===== src/rtl/core/rrq_pkg.sv =====
// ----------------------------------------------------------------------------
// Round-robin ready queue - package
// Operation and status codes, field widths and parameter defaults.
// ----------------------------------------------------------------------------
package rrq_pkg;

	// Parameter defaults
	localparam int CAPACITY_DEF = 16;
	localparam int ID_BITS_DEF  = 16;

	// Fixed field widths
	localparam int OP_W     = 2;
	localparam int STATUS_W = 2;
	localparam int COUNT_W  = 5;

	// Operation codes
	localparam logic [OP_W-1:0] OP_INSERT  = 2'd0;
	localparam logic [OP_W-1:0] OP_NEXT    = 2'd1;
	localparam logic [OP_W-1:0] OP_EXTRACT = 2'd2;

	// Status codes
	localparam logic [STATUS_W-1:0] ST_OK    = 2'd0;
	localparam logic [STATUS_W-1:0] ST_FULL  = 2'd1;
	localparam logic [STATUS_W-1:0] ST_EMPTY = 2'd2;

endpackage


===== src/rtl/core/round_robin_ready_queue_core.sv =====
// ----------------------------------------------------------------------------
// Round-robin ready queue core
// Circular ready queue of process ids kept as a doubly linked list in slots.
// ----------------------------------------------------------------------------
// One item enters per cycle while no reply waits on the sink. An input
// register holds the item, one pass of link-update logic (free-slot encoder,
// one pointer lookup, a few slot writes) decides the new queue state, and a
// result register holds the reply until the sink takes it. Op insert adds an
// id at the tail of the round-robin order (full queue: status full), next
// makes the next-to-run id current, extract removes the current id. Every
// result also carries the current id and the entry count.
// ----------------------------------------------------------------------------
module round_robin_ready_queue_core #(
	parameter int CAPACITY = rrq_pkg::CAPACITY_DEF,
	parameter int ID_BITS  = rrq_pkg::ID_BITS_DEF,
	localparam int IN_W    = ((rrq_pkg::OP_W + ID_BITS + 7) / 8) * 8,
	localparam int OUT_W   = ((rrq_pkg::STATUS_W + 2 * ID_BITS + 1 + rrq_pkg::COUNT_W + 7)
		/ 8) * 8
) (
	input  logic             clk,
	input  logic             arst_n,
	input  logic             s_axis_tvalid,
	output logic             s_axis_tready,
	input  logic [IN_W-1:0]  s_axis_tdata,   // op, proc_id
	output logic             m_axis_tvalid,
	input  logic             m_axis_tready,
	output logic [OUT_W-1:0] m_axis_tdata    // status, id_out, current_valid, current_id,
	                                         // entry_count
);

	localparam int SLOT_W = (CAPACITY > 1) ? $clog2(CAPACITY) : 1;
	localparam int CNT_W  = $clog2(CAPACITY + 1);
	localparam int OUT_BITS = rrq_pkg::STATUS_W + 2 * ID_BITS + 1 + rrq_pkg::COUNT_W;

	// Input stage
	logic                    valid_s1;
	logic [rrq_pkg::OP_W-1:0] op_s1;
	logic [ID_BITS-1:0]      pid_s1;

	// Slot store
	logic [ID_BITS-1:0] slot_id_q   [CAPACITY];
	logic [SLOT_W-1:0]  slot_next_q [CAPACITY];
	logic [SLOT_W-1:0]  slot_prev_q [CAPACITY];
	logic [CAPACITY-1:0] next_ok_q;
	logic [CAPACITY-1:0] prev_ok_q;
	logic [CAPACITY-1:0] used_q;

	// Queue pointers
	logic [SLOT_W-1:0]  head_q, cur_q, up_q;
	logic               cur_ok_q;
	logic [ID_BITS-1:0] cur_id_q;
	logic [CNT_W-1:0]   held_q;

	// Result register
	logic             out_valid_q;
	logic [OUT_W-1:0] out_data_q;

	// Next-state and write ports
	logic [SLOT_W-1:0]  head_n, cur_n, up_n;
	logic               cur_ok_n;
	logic [ID_BITS-1:0] cur_id_n;
	logic [CNT_W-1:0]   held_n;
	logic [rrq_pkg::STATUS_W-1:0] status;
	logic [ID_BITS-1:0] id_out;
	logic               id_we, used_set, used_clr;
	logic [SLOT_W-1:0]  free_slot, clr_slot;
	logic               nw1_en, nw2_en, pw1_en, pw2_en;
	logic [SLOT_W-1:0]  nw1_addr, nw2_addr, pw1_addr, pw2_addr;
	logic [SLOT_W-1:0]  nw1_ptr, nw2_ptr, pw1_ptr, pw2_ptr;
	logic               nw1_ok, nw2_ok, pw1_ok, pw2_ok;
	logic               go;
	logic [CNT_W+rrq_pkg::COUNT_W-1:0] held_ext;
	logic [OUT_BITS-1:0] result;

	// Step the queue when the result register can take the reply
	assign go            = valid_s1 && (!out_valid_q || m_axis_tready);
	assign s_axis_tready = !valid_s1 || go;

	// Lowest free slot
	always_comb begin
		free_slot = '0;
		for (int i = CAPACITY - 1; i >= 0; i--) begin
			if (!used_q[i]) begin
				free_slot = SLOT_W'(i);
			end
		end
	end

	// Single-pass link update
	always_comb begin
		logic [SLOT_W-1:0] a, p, c, n;
		logic              pok, nok;
		a = '0; p = '0; c = '0; n = '0; pok = 1'b0; nok = 1'b0;
		head_n   = head_q;
		cur_n    = cur_q;
		up_n     = up_q;
		cur_ok_n = cur_ok_q;
		cur_id_n = cur_id_q;
		held_n   = held_q;
		status   = rrq_pkg::ST_OK;
		id_out   = '0;
		id_we    = 1'b0;
		used_set = 1'b0;
		used_clr = 1'b0;
		clr_slot = cur_q;
		nw1_en = 1'b0; nw1_addr = free_slot; nw1_ptr = '0; nw1_ok = 1'b0;
		nw2_en = 1'b0; nw2_addr = '0;        nw2_ptr = '0; nw2_ok = 1'b0;
		pw1_en = 1'b0; pw1_addr = free_slot; pw1_ptr = '0; pw1_ok = 1'b0;
		pw2_en = 1'b0; pw2_addr = '0;        pw2_ptr = '0; pw2_ok = 1'b0;
		case (op_s1)
			rrq_pkg::OP_INSERT: begin
				if (held_q == CNT_W'(CAPACITY)) begin
					status = rrq_pkg::ST_FULL;
				end else begin
					id_we    = 1'b1;
					used_set = 1'b1;
					held_n   = held_q + 1'b1;
					nw1_en   = 1'b1;
					pw1_en   = 1'b1;
					if (held_q == '0) begin
						// first entry: no links, becomes head and next to run
						head_n = free_slot;
						up_n   = free_slot;
					end else begin
						// link in just before the anchor entry
						a       = cur_ok_q ? cur_q : up_q;
						p       = slot_prev_q[a];
						pok     = prev_ok_q[a];
						nw1_ptr = a;
						nw1_ok  = 1'b1;
						pw1_ptr = p;
						pw1_ok  = pok;
						if (pok) begin
							nw2_en   = 1'b1;
							nw2_addr = p;
							nw2_ptr  = free_slot;
							nw2_ok   = 1'b1;
						end else begin
							head_n = free_slot;
						end
						pw2_en   = 1'b1;
						pw2_addr = a;
						pw2_ptr  = free_slot;
						pw2_ok   = 1'b1;
					end
				end
			end
			rrq_pkg::OP_NEXT: begin
				if (held_q == '0) begin
					status   = rrq_pkg::ST_EMPTY;
					cur_ok_n = 1'b0;
					cur_n    = '0;
					cur_id_n = '0;
				end else begin
					// make next to run current, advance with wrap to head
					c        = up_q;
					cur_n    = c;
					cur_ok_n = 1'b1;
					up_n     = next_ok_q[c] ? slot_next_q[c] : head_q;
					id_out   = slot_id_q[c];
					cur_id_n = slot_id_q[c];
				end
			end
			rrq_pkg::OP_EXTRACT: begin
				if (!cur_ok_q || held_q == '0) begin
					status = rrq_pkg::ST_EMPTY;
				end else begin
					// unlink the current entry
					c   = cur_q;
					n   = slot_next_q[c];
					p   = slot_prev_q[c];
					nok = next_ok_q[c];
					pok = prev_ok_q[c];
					if (nok) begin
						pw2_en   = 1'b1;
						pw2_addr = n;
						pw2_ptr  = p;
						pw2_ok   = pok;
					end
					if (pok) begin
						nw2_en   = 1'b1;
						nw2_addr = p;
						nw2_ptr  = n;
						nw2_ok   = nok;
					end else if (nok) begin
						head_n = n;
					end
					held_n = held_q - 1'b1;
					if (held_n == '0) begin
						head_n = '0;
						up_n   = '0;
					end else if (up_q == c) begin
						up_n = nok ? n : head_n;
					end
					id_out   = cur_id_q;
					used_clr = 1'b1;
					clr_slot = c;
					cur_ok_n = 1'b0;
					cur_n    = '0;
					cur_id_n = '0;
				end
			end
			default: begin
				// unused code: no change
			end
		endcase
	end

	// Pack the reply
	assign held_ext = {{rrq_pkg::COUNT_W{1'b0}}, held_n};
	assign result   = {held_ext[rrq_pkg::COUNT_W-1:0], cur_id_n, cur_ok_n, id_out, status};

	// Input register
	always_ff @(posedge clk or negedge arst_n) begin
		if (!arst_n) begin
			valid_s1 <= 1'b0;
		end else if (s_axis_tready) begin
			valid_s1 <= s_axis_tvalid;
		end
	end

	always_ff @(posedge clk) begin
		if (s_axis_tready && s_axis_tvalid) begin
			op_s1  <= s_axis_tdata[rrq_pkg::OP_W-1:0];
			pid_s1 <= s_axis_tdata[rrq_pkg::OP_W +: ID_BITS];
		end
	end

	// Queue control state
	always_ff @(posedge clk or negedge arst_n) begin
		if (!arst_n) begin
			head_q    <= '0;
			cur_q     <= '0;
			up_q      <= '0;
			cur_ok_q  <= 1'b0;
			cur_id_q  <= '0;
			held_q    <= '0;
			next_ok_q <= '0;
			prev_ok_q <= '0;
			used_q    <= '0;
		end else if (go) begin
			head_q   <= head_n;
			cur_q    <= cur_n;
			up_q     <= up_n;
			cur_ok_q <= cur_ok_n;
			cur_id_q <= cur_id_n;
			held_q   <= held_n;
			for (int i = 0; i < CAPACITY; i++) begin
				if (nw1_en && nw1_addr == SLOT_W'(i)) begin
					next_ok_q[i] <= nw1_ok;
				end else if (nw2_en && nw2_addr == SLOT_W'(i)) begin
					next_ok_q[i] <= nw2_ok;
				end
				if (pw1_en && pw1_addr == SLOT_W'(i)) begin
					prev_ok_q[i] <= pw1_ok;
				end else if (pw2_en && pw2_addr == SLOT_W'(i)) begin
					prev_ok_q[i] <= pw2_ok;
				end
				if (used_set && free_slot == SLOT_W'(i)) begin
					used_q[i] <= 1'b1;
				end else if (used_clr && clr_slot == SLOT_W'(i)) begin
					used_q[i] <= 1'b0;
				end
			end
		end
	end

	// Slot payload: ids and link pointers
	always_ff @(posedge clk) begin
		if (go) begin
			for (int i = 0; i < CAPACITY; i++) begin
				if (id_we && free_slot == SLOT_W'(i)) begin
					slot_id_q[i] <= pid_s1;
				end
				if (nw1_en && nw1_addr == SLOT_W'(i)) begin
					slot_next_q[i] <= nw1_ptr;
				end else if (nw2_en && nw2_addr == SLOT_W'(i)) begin
					slot_next_q[i] <= nw2_ptr;
				end
				if (pw1_en && pw1_addr == SLOT_W'(i)) begin
					slot_prev_q[i] <= pw1_ptr;
				end else if (pw2_en && pw2_addr == SLOT_W'(i)) begin
					slot_prev_q[i] <= pw2_ptr;
				end
			end
		end
	end

	// Result register
	always_ff @(posedge clk or negedge arst_n) begin
		if (!arst_n) begin
			out_valid_q <= 1'b0;
		end else if (go) begin
			out_valid_q <= 1'b1;
		end else if (m_axis_tready) begin
			out_valid_q <= 1'b0;
		end
	end

	always_ff @(posedge clk) begin
		if (go) begin
			out_data_q <= OUT_W'(result);
		end
	end

	assign m_axis_tvalid = out_valid_q;
	assign m_axis_tdata  = out_data_q;

endmodule


===== config.mk =====
export PLATFORM = sky130hd
export DESIGN_NAME = round_robin_ready_queue_core
export DESIGN_NICKNAME = d
export VERILOG_FILES = /design/src/rtl/core/rrq_pkg.sv /design/src/rtl/core/round_robin_ready_queue_core.sv
export SDC_FILE = /design/constraint.sdc
export NUM_CORES = 1
export LEC_CHECK = 0
export BUFFER_PORTS_ARGS = -buffer_cell sky130_fd_sc_hd__buf_4
export CAP_MARGIN = 20
export CORE_MARGIN = 5
export CORE_UTILIZATION = 63
export CTS_CLUSTER_DIAMETER = 120
export DETAILED_ROUTE_END_ITERATION = 7
export PLACE_DENSITY = 0.8
export SLEW_MARGIN = 20
export SYNTH_ARGS = -nofsm -noshare
export SYNTH_HDL_FRONTEND = slang
export SYNTH_SLANG_ARGS = --single-unit
export TNS_END_PERCENT = 30

===== constraint.sdc =====
create_clock -name clk -period 4.3 [get_ports clk]
set_input_delay 0.645 -clock clk [delete_from_list [all_inputs] [get_ports clk]]
set_output_delay 0.645 -clock clk [all_outputs]
set_load 0.01 [all_outputs]

==> results of run 1 <==
[sequential cells by signal, indices dropped and copies added, names as in the netlist]
name / count
pid_s1: 16
head_q: 4
cur_q: 4
used_q: 16
up_q: 4
m_axis_tdata: 40
valid_s1: 1
held_q: 5
cur_id_q: 16
op_s1: 2
slot_next_q: 64
prev_ok_q: 16
slot_prev_q: 64
next_ok_q: 16
cur_ok_q: 1
m_axis_tvalid: 1
slot_id_q: 256
[cells by family (layout without fill, tap and decap cells)]
kind of cell             count (synthesis)  count (layout)  synth area share, %
AO/OA/AOI/OAI                          266             266                 7.12
XOR/XNOR                                 7               7                0.240
adder cells (fa/ha/maj)                  8               8                0.391
buffers and inverters                  145             296                 2.70
flip-flops                             526             526                 60.1
multiplexers                           345             345                 22.1
other                                    0               2                    0
AND/OR/NAND/NOR                        380             380                 7.36
[cell usage in the layout, fill, tap and decap left out, types with 9 or more instances in the layout]
master	Yosys	final
nor2_1	60	52
mux2i_1	119	119
o22ai_1	21	20
mux4_2	146	146
edfxtp_1	442	442
o21ai_0	71	71
nand2b_1	12	12
o211ai_1	14	14
a21oi_1	31	31
mux2_2	57	57
nand4_1	17	17
buf_4	4	160
nand2_1	164	163
a22oi_1	10	10
nor3_1	9	9
or2_2	12	12
clkinv_2	0	12
clkinv_1	1	10
nor2b_1	24	24
mux4_1	17	17
dfrtp_1	84	80
clkbuf_16	0	54
a21o_1	42	42
inv_1	33	32
a31o_2	9	9
a31oi_1	10	10
nand3_1	24	24
[power by group]
group,internal (mW),switching [mW]
logic,2.66,3.57
registers,5.99,0.393
clock network,2.74,2.00
[worst register-to-register path, stage by stage, from the launching register on]
cell and delay, ps:
dfrtp_2 740, mux4_2 350, mux2i_1 90, mux2_1 350, nor2_1 740, o21ai_1 490, o21ai_0 1000, mux2i_1 270
o21ai_0 100
[per-stage QoR]
step | cell area (um2) | std cells
2_1_floorplan | 25600 | 1677
3_3_place_gp | 27000 | 2255
3_5_place_dp | 27000 | 2255
4_1_cts | 28800 | 2353
5_1_grt | 28800 | 2353
6_report | 28800 | 2355
[metal layers]
layer | vias up | routed length, um | GRT usage (%) | part of all wire [%]
met5 | - | 26 | 0 | 0.035
met2 | 1350 | 34400 | 51.1 | 47
li1 | 6888 | - | - | -
met3 | 225 | 9080 | 7.96 | 12
met4 | 4 | 2810 | 10.5 | 3.8
met1 | 8590 | 27200 | 46.9 | 37
[path summary, 6_finish.rpt]
check                           depth (start not counted)             start            end  slack, ps
max in group asynchronous                               2            arst_n   cur_id_q[12]       3230
worst min register to register                          2       cur_id_q[0]    cur_id_q[0]        510
min in group clk                                        1  s_axis_tdata[14]     pid_s1[12]        210
worst max register to register                          8          cur_q[1]  prev_ok_q[11]         30
worst min-delay path                                    1            arst_n   prev_ok_q[0]        110
worst max-delay path                                    8          cur_q[1]  prev_ok_q[11]         30
[final cells by class]
type	instances	share of cell area, %
clock inverters	32	1.18
inverters	35	0.457
flip-flops and latches	526	53.5
well taps	525	2.28
diodes	2	0.0174
multi-input cells	1006	33.2
repair buffers	163	4.38
clock buffers	66	4.99
==> impl_metrics.yaml, run 1 <==
status:
  status: "completed"
setup_path:
  arrival_ps: 4760
  end_kind: "flop"
  crit_required_ps: 4790
  cp_slowest_cell: "o21ai_0"
  path_cells: "mux4_2 -> mux2i_1 -> mux2_1 -> nor2_1 -> o21ai_1 -> o21ai_0 -> mux2i_1 -> o21ai_0"
  start_kind: "flop"
  crit_family: "compound AO/OA/AOI/OAI gates"
  cp_num_buf_inv: 0
  cpPeakStageDelay_ps: 1000
  path_max_fanout: 20
  setup.worst_path.class: "reg2reg"
clock_tree:
  cts-htree-levels: 2
  cts_resized: 0
  cts-buffers-inserted: 53
  cts.sink_count: 526
  path_clk_slew_ps: 60
  cts_root_buf: "clkbuf_16"
  post-cts-setup-buffers: 0
  cts_tree: "built"
  ctsLongestPathBuffers: 3
  clock_latency_ps: 610
  cts_hold_buf: 0
synth:
  synth.distinct_cells: 90
  ys.warnings.count: 0
  ys_top_cells_by_count: "edfxtp_1 (442), nand2_1 (164), mux4_2 (146)"
  synth-edff-count: 442
  synthesis.area_um2: 25600
  synth_area_leaders: "edfxtp_1 (52%), mux4_2 (13%), dfrtp_1 (8.2%)"
  syn_area_per_cell_um2: 15.3
  seq_area_frac_synth_pct: 60.1
  synthDominantCellAreaShare_pct: 51.9
  ys_ff_latch: 526
  ys.flop_type: "edfxtp_1"
  syn-num-nets: 1713
  synthArstFlopShare_pct: 16.0
  yosysTopAreaCell: "edfxtp_1"
  syn_inst: 1677
  synth_most_common_cell: "edfxtp_1"
power_and_ir_drop:
  p_leak_nw: 10.9
  power_density_nw_per_um2: 603
  finalPower_mw: 17.3
  vdd_ir_drop_max_mv: 0.717
grt:
  grt_pass1_vias: 16900
  grt_pass1_wl_um: 109000
  antenna_found_initial: 4
  grt_max_degree: 87
  grt_usage_pct: 32.8
  grt_overflow: 0
drt:
  vias_per_cell: 7.24
  drc_errors: 0
  drt_pass1_iterations: 7
  wl_per_cell_um: 31.3
  wl_um: 73600
  drt_iter0_markers: 3041
  antenna_left: 0
  dr_total_vias: 17100
timing:
  final-hold-violation-count: 0
  setup_slack_ps: 30.4
  fin_crit_sh_pct: 99.3
  max-slew-margin-rel_pct: 24.4
  slew_violations: 0
  setup_viol: 0
  tns_ps: 0
  clock.fmax_mhz: 234
  grt_setup_unrepaired: "false"
  hold_slack_ps: 110
  skew_ps: 15.8
  tightest_slew_ps: 1130
  period_needed_ps: 4270
floorplan:
  die_w_um: 211
  coreArea_um2: 39900
  start_util_pct: 64.1
  num_rows: 73
  die_y_um: 211
  dieArea_um2: 44700
  io_pins: 70
layout:
  fin_nets: 1821
  final_layout_size_suffix_gt1_share_pct: 27.8
  register_area_um2: 15400
  syn2layout_area_growth_pct: 12.5
  nFillCells: 2451
  post-route-util_pct: 72.1
  multi_input_area_um2: 9550
placed_design:
  gp_congestion: 1.01
  dp_hpwl_um: 46400
  port_buffers: 63
  post-place-ws_ps: 275
job:
  maxCapViolCount: 0
worst_hold_path:
  worstHoldPathType: "in2async"
No activity file was read; power rests on OpenSTA's default activity.
==> run 2: changes to the inputs <==
--- a/config.mk
+++ b/config.mk
@@ -8,10 +8,9 @@
 export BUFFER_PORTS_ARGS = -buffer_cell sky130_fd_sc_hd__buf_4
 export CAP_MARGIN = 20
 export CORE_MARGIN = 5
-export CORE_UTILIZATION = 63
-export CTS_CLUSTER_DIAMETER = 120
+export CORE_UTILIZATION = 55
 export DETAILED_ROUTE_END_ITERATION = 7
-export PLACE_DENSITY = 0.8
+export PLACE_DENSITY = 0.72
 export SLEW_MARGIN = 20
 export SYNTH_ARGS = -nofsm -noshare
 export SYNTH_HDL_FRONTEND = slang
==> run 2 against run 1 <==
Clock power grew 0.8%. Core utilization is 9.3 points lower. Non-clock buffer count rose by 18. Register-to-register slack better by 360 ps. Worst hold slack got worse by 20 ps. Combinational power rose by 2%. Power up 0.54%. Routed wire length shrank 1.4%. Sequential power down 0.6%. Global-route usage fell by 4.3 points. Die area rose by 14%. Clock skew rose by 21 ps.
==> impl_metrics.yaml, run 2 (synthesized netlist as in run 1, its figures left out) <==
timing:
  clock.fmax_mhz: 256
  grt_setup_unrepaired: "false"
  slew_violations: 0
  max-slew-margin-rel_pct: 30.7
  tightest_slew_ps: 1030
  setup_slack_ps: 391
  tns_ps: 0
  final-hold-violation-count: 0
  setup_viol: 0
  skew_ps: 37.3
  period_needed_ps: 3910
  fin_crit_sh_pct: 90.9
clock_tree:
  cts-htree-levels: 2
  cts_tree: "built"
  cts-buffers-inserted: 52
  ctsLongestPathBuffers: 3
  cts_root_buf: "clkbuf_16"
  post-cts-setup-buffers: 0
  path_clk_slew_ps: 70
  clock_latency_ps: 620
  cts.sink_count: 526
status:
  status: "completed"
layout:
  final_common_cell: "edfxtp_1"
  max_flop_register: "slot_id_q"
  final_area_um2: 29000
  largest_reg_flops: 256
  stdcell_count: 2456
  final_cell_mix: "edfxtp_1 (442), buf_4 (178), nand2_1 (163), mux4_2 (146), mux2i_1 (119)"
  largestRegisters: "slot_id_q x256, slot_next_q x64, slot_prev_q x64"
  fin_nets: 1838
  nFillCells: 3288
  final_layout_size_suffix_gt1_share_pct: 28.2
  syn2layout_area_growth_pct: 13.5
drt:
  drt_pass1_iterations: 8
  dr_total_vias: 16600
  drc_errors: 0
  wl_um: 72600
  drt_iter0_markers: 2243
  antenna_left: 0
  vias_per_cell: 6.74
  wl_per_cell_um: 29.5
grt:
  grt_pass1_wl_um: 108000
  met1_usage_pct: 38.6
  met2_usage_pct: 46.3
  antenna_found_initial: 6
  busiest_layer: "met2"
  grt_max_degree: 91
  grt_overflow: 0
  grt_usage_pct: 28.6
  grt_pass1_vias: 16600
  met3_usage_pct: 5.73
power_and_ir_drop:
  switchingPower_mw: 5.98
  vdd_ir_drop_max_mv: 1.48
  p_int_mw: 11.5
  p_seq_share_pct: 36.3
  power_density_nw_per_um2: 600
  p_leak_nw: 11.0
  p_sw_share_pct: 34.3
  comb_power_share_pct: 36.2
  clock_power_share_pct: 27.4
setup_path:
  worstSetupStartpoint: "held_q[0]"
  endpoint: "prev_ok_q[2]"
  r2r_cells: 10
  path_cells: "inv_1 -> ha_1 -> nor3b_1 -> nand2b_1 -> nor2_1 -> a31oi_4 -> o2111ai_2 -> o22ai_1 -> mux2i_1 -> nand2_1"
  cpPeakStageDelay_ps: 760
  r2r-end: "prev_ok_q[2]"
  start_kind: "flop"
  arrival_ps: 4390
  rrSetupSlack_ps: 390
  setup.worst_path.class: "reg2reg"
  crit_required_ps: 4780
  end_kind: "flop"
  cp_slowest_cell: "o22ai_1"
  path_max_fanout: 9
  rr_startpoint: "held_q[0]"
floorplan:
  io_pins: 70
  die_w_um: 226
  dieArea_um2: 50900
  coreArea_um2: 46300
  die_y_um: 226
  start_util_pct: 55.3
  num_rows: 79
placed_design:
  dp.cells: 2355
  post-place-ws_ps: 429
  place_area_um2: 27200
  dp_hpwl_um: 46600
  port_buffers: 63
  gp_congestion: 0.982
job:
  maxCapViolCount: 0
worst_hold_path:
  worstHoldPathType: "in2async"
[run 2: cell types whose count changed in the layout (fill, tap and decap cells not counted), moves of 2 or more]
cell        previous run  this run
buf_4                160       178
bufinv_16              6         8
clkbuf_1               8        11
clkbuf_16             54        52
clkinv_1              10        14
clkinv_2              12         3
clkinvlp_4             1         4
[run 2: repair_timing]
action,4_1_cts,5_1_grt
gates resized for setup,0,1
setup endpoints to repair,0,4
hold buffers,0,0
[run 2: through the flow]
stage | total power, mW | util, % | hold WS (ps)
after floorplan | 10.6 | - | 349
after global placement | 12.5 | 58.8 | 481
after detailed placement | 12.6 | 58.8 | 493
after CTS | 17.4 | 62.7 | 116
after global routing | 18.1 | 62.8 | 135
final | 17.4 | 62.8 | 90.8
[run 2: worst min path at each step]
stage,slack [ps],depth (start not counted),endpoint,from
6_report,90,1,cur_q[2],arst_n
5_1_grt,140,1,up_q[2],arst_n
4_1_cts,120,1,cur_q[2],arst_n
3_5_place_dp,490,1,prev_ok_q[4],prev_ok_q[4]
3_3_place_gp,480,1,prev_ok_q[4],prev_ok_q[4]
2_1_floorplan,350,0,cur_id_q[0],arst_n
[run 2: cell type report]
cell class	instances	area, um2	share of cell area (%)
clock buffer	66	1380	4.77
clock inverter	32	428	1.47
tap	607	759	2.62
inverter	35	131	0.452
multi-input combinational	1006	9550	32.9
timing repair buffer	181	1400	4.81
sequential	526	15400	53.0
antenna	3	7.51	0.0259
[run 2: worst max-delay path: cells and delay by family (launching register included)]
| kind | cells | cell delay [ps] |
|---|---|---|
| AO/OA/AOI/OAI | 3 | 1330 |
| AND/OR/NAND/NOR | 4 | 1320 |
| adder cells (fa/ha/maj) | 1 | 270 |
| buffers and inverters | 1 | 110 |
| flip-flops | 1 | 460 |
| multiplexers | 1 | 270 |
[run 2: metal layers]
layer | up-vias | wire, um
met5 | - | 13
met1 | 8379 | 26900
met2 | 1047 | 35200
li1 | 6926 | -
met3 | 201 | 7160
met4 | 2 | 3250
[run 2: power by group through the flow]
stage / Combinational [mW] / Clock [mW] / Sequential [mW]
floorplan: 4.28 / 0 / 6.28
global placement: 6.09 / 0 / 6.40
detailed placement: 6.17 / 0 / 6.42
CTS: 6.22 / 4.82 / 6.33
global route: 6.66 / 5.06 / 6.37
finish: 6.32 / 4.78 / 6.34
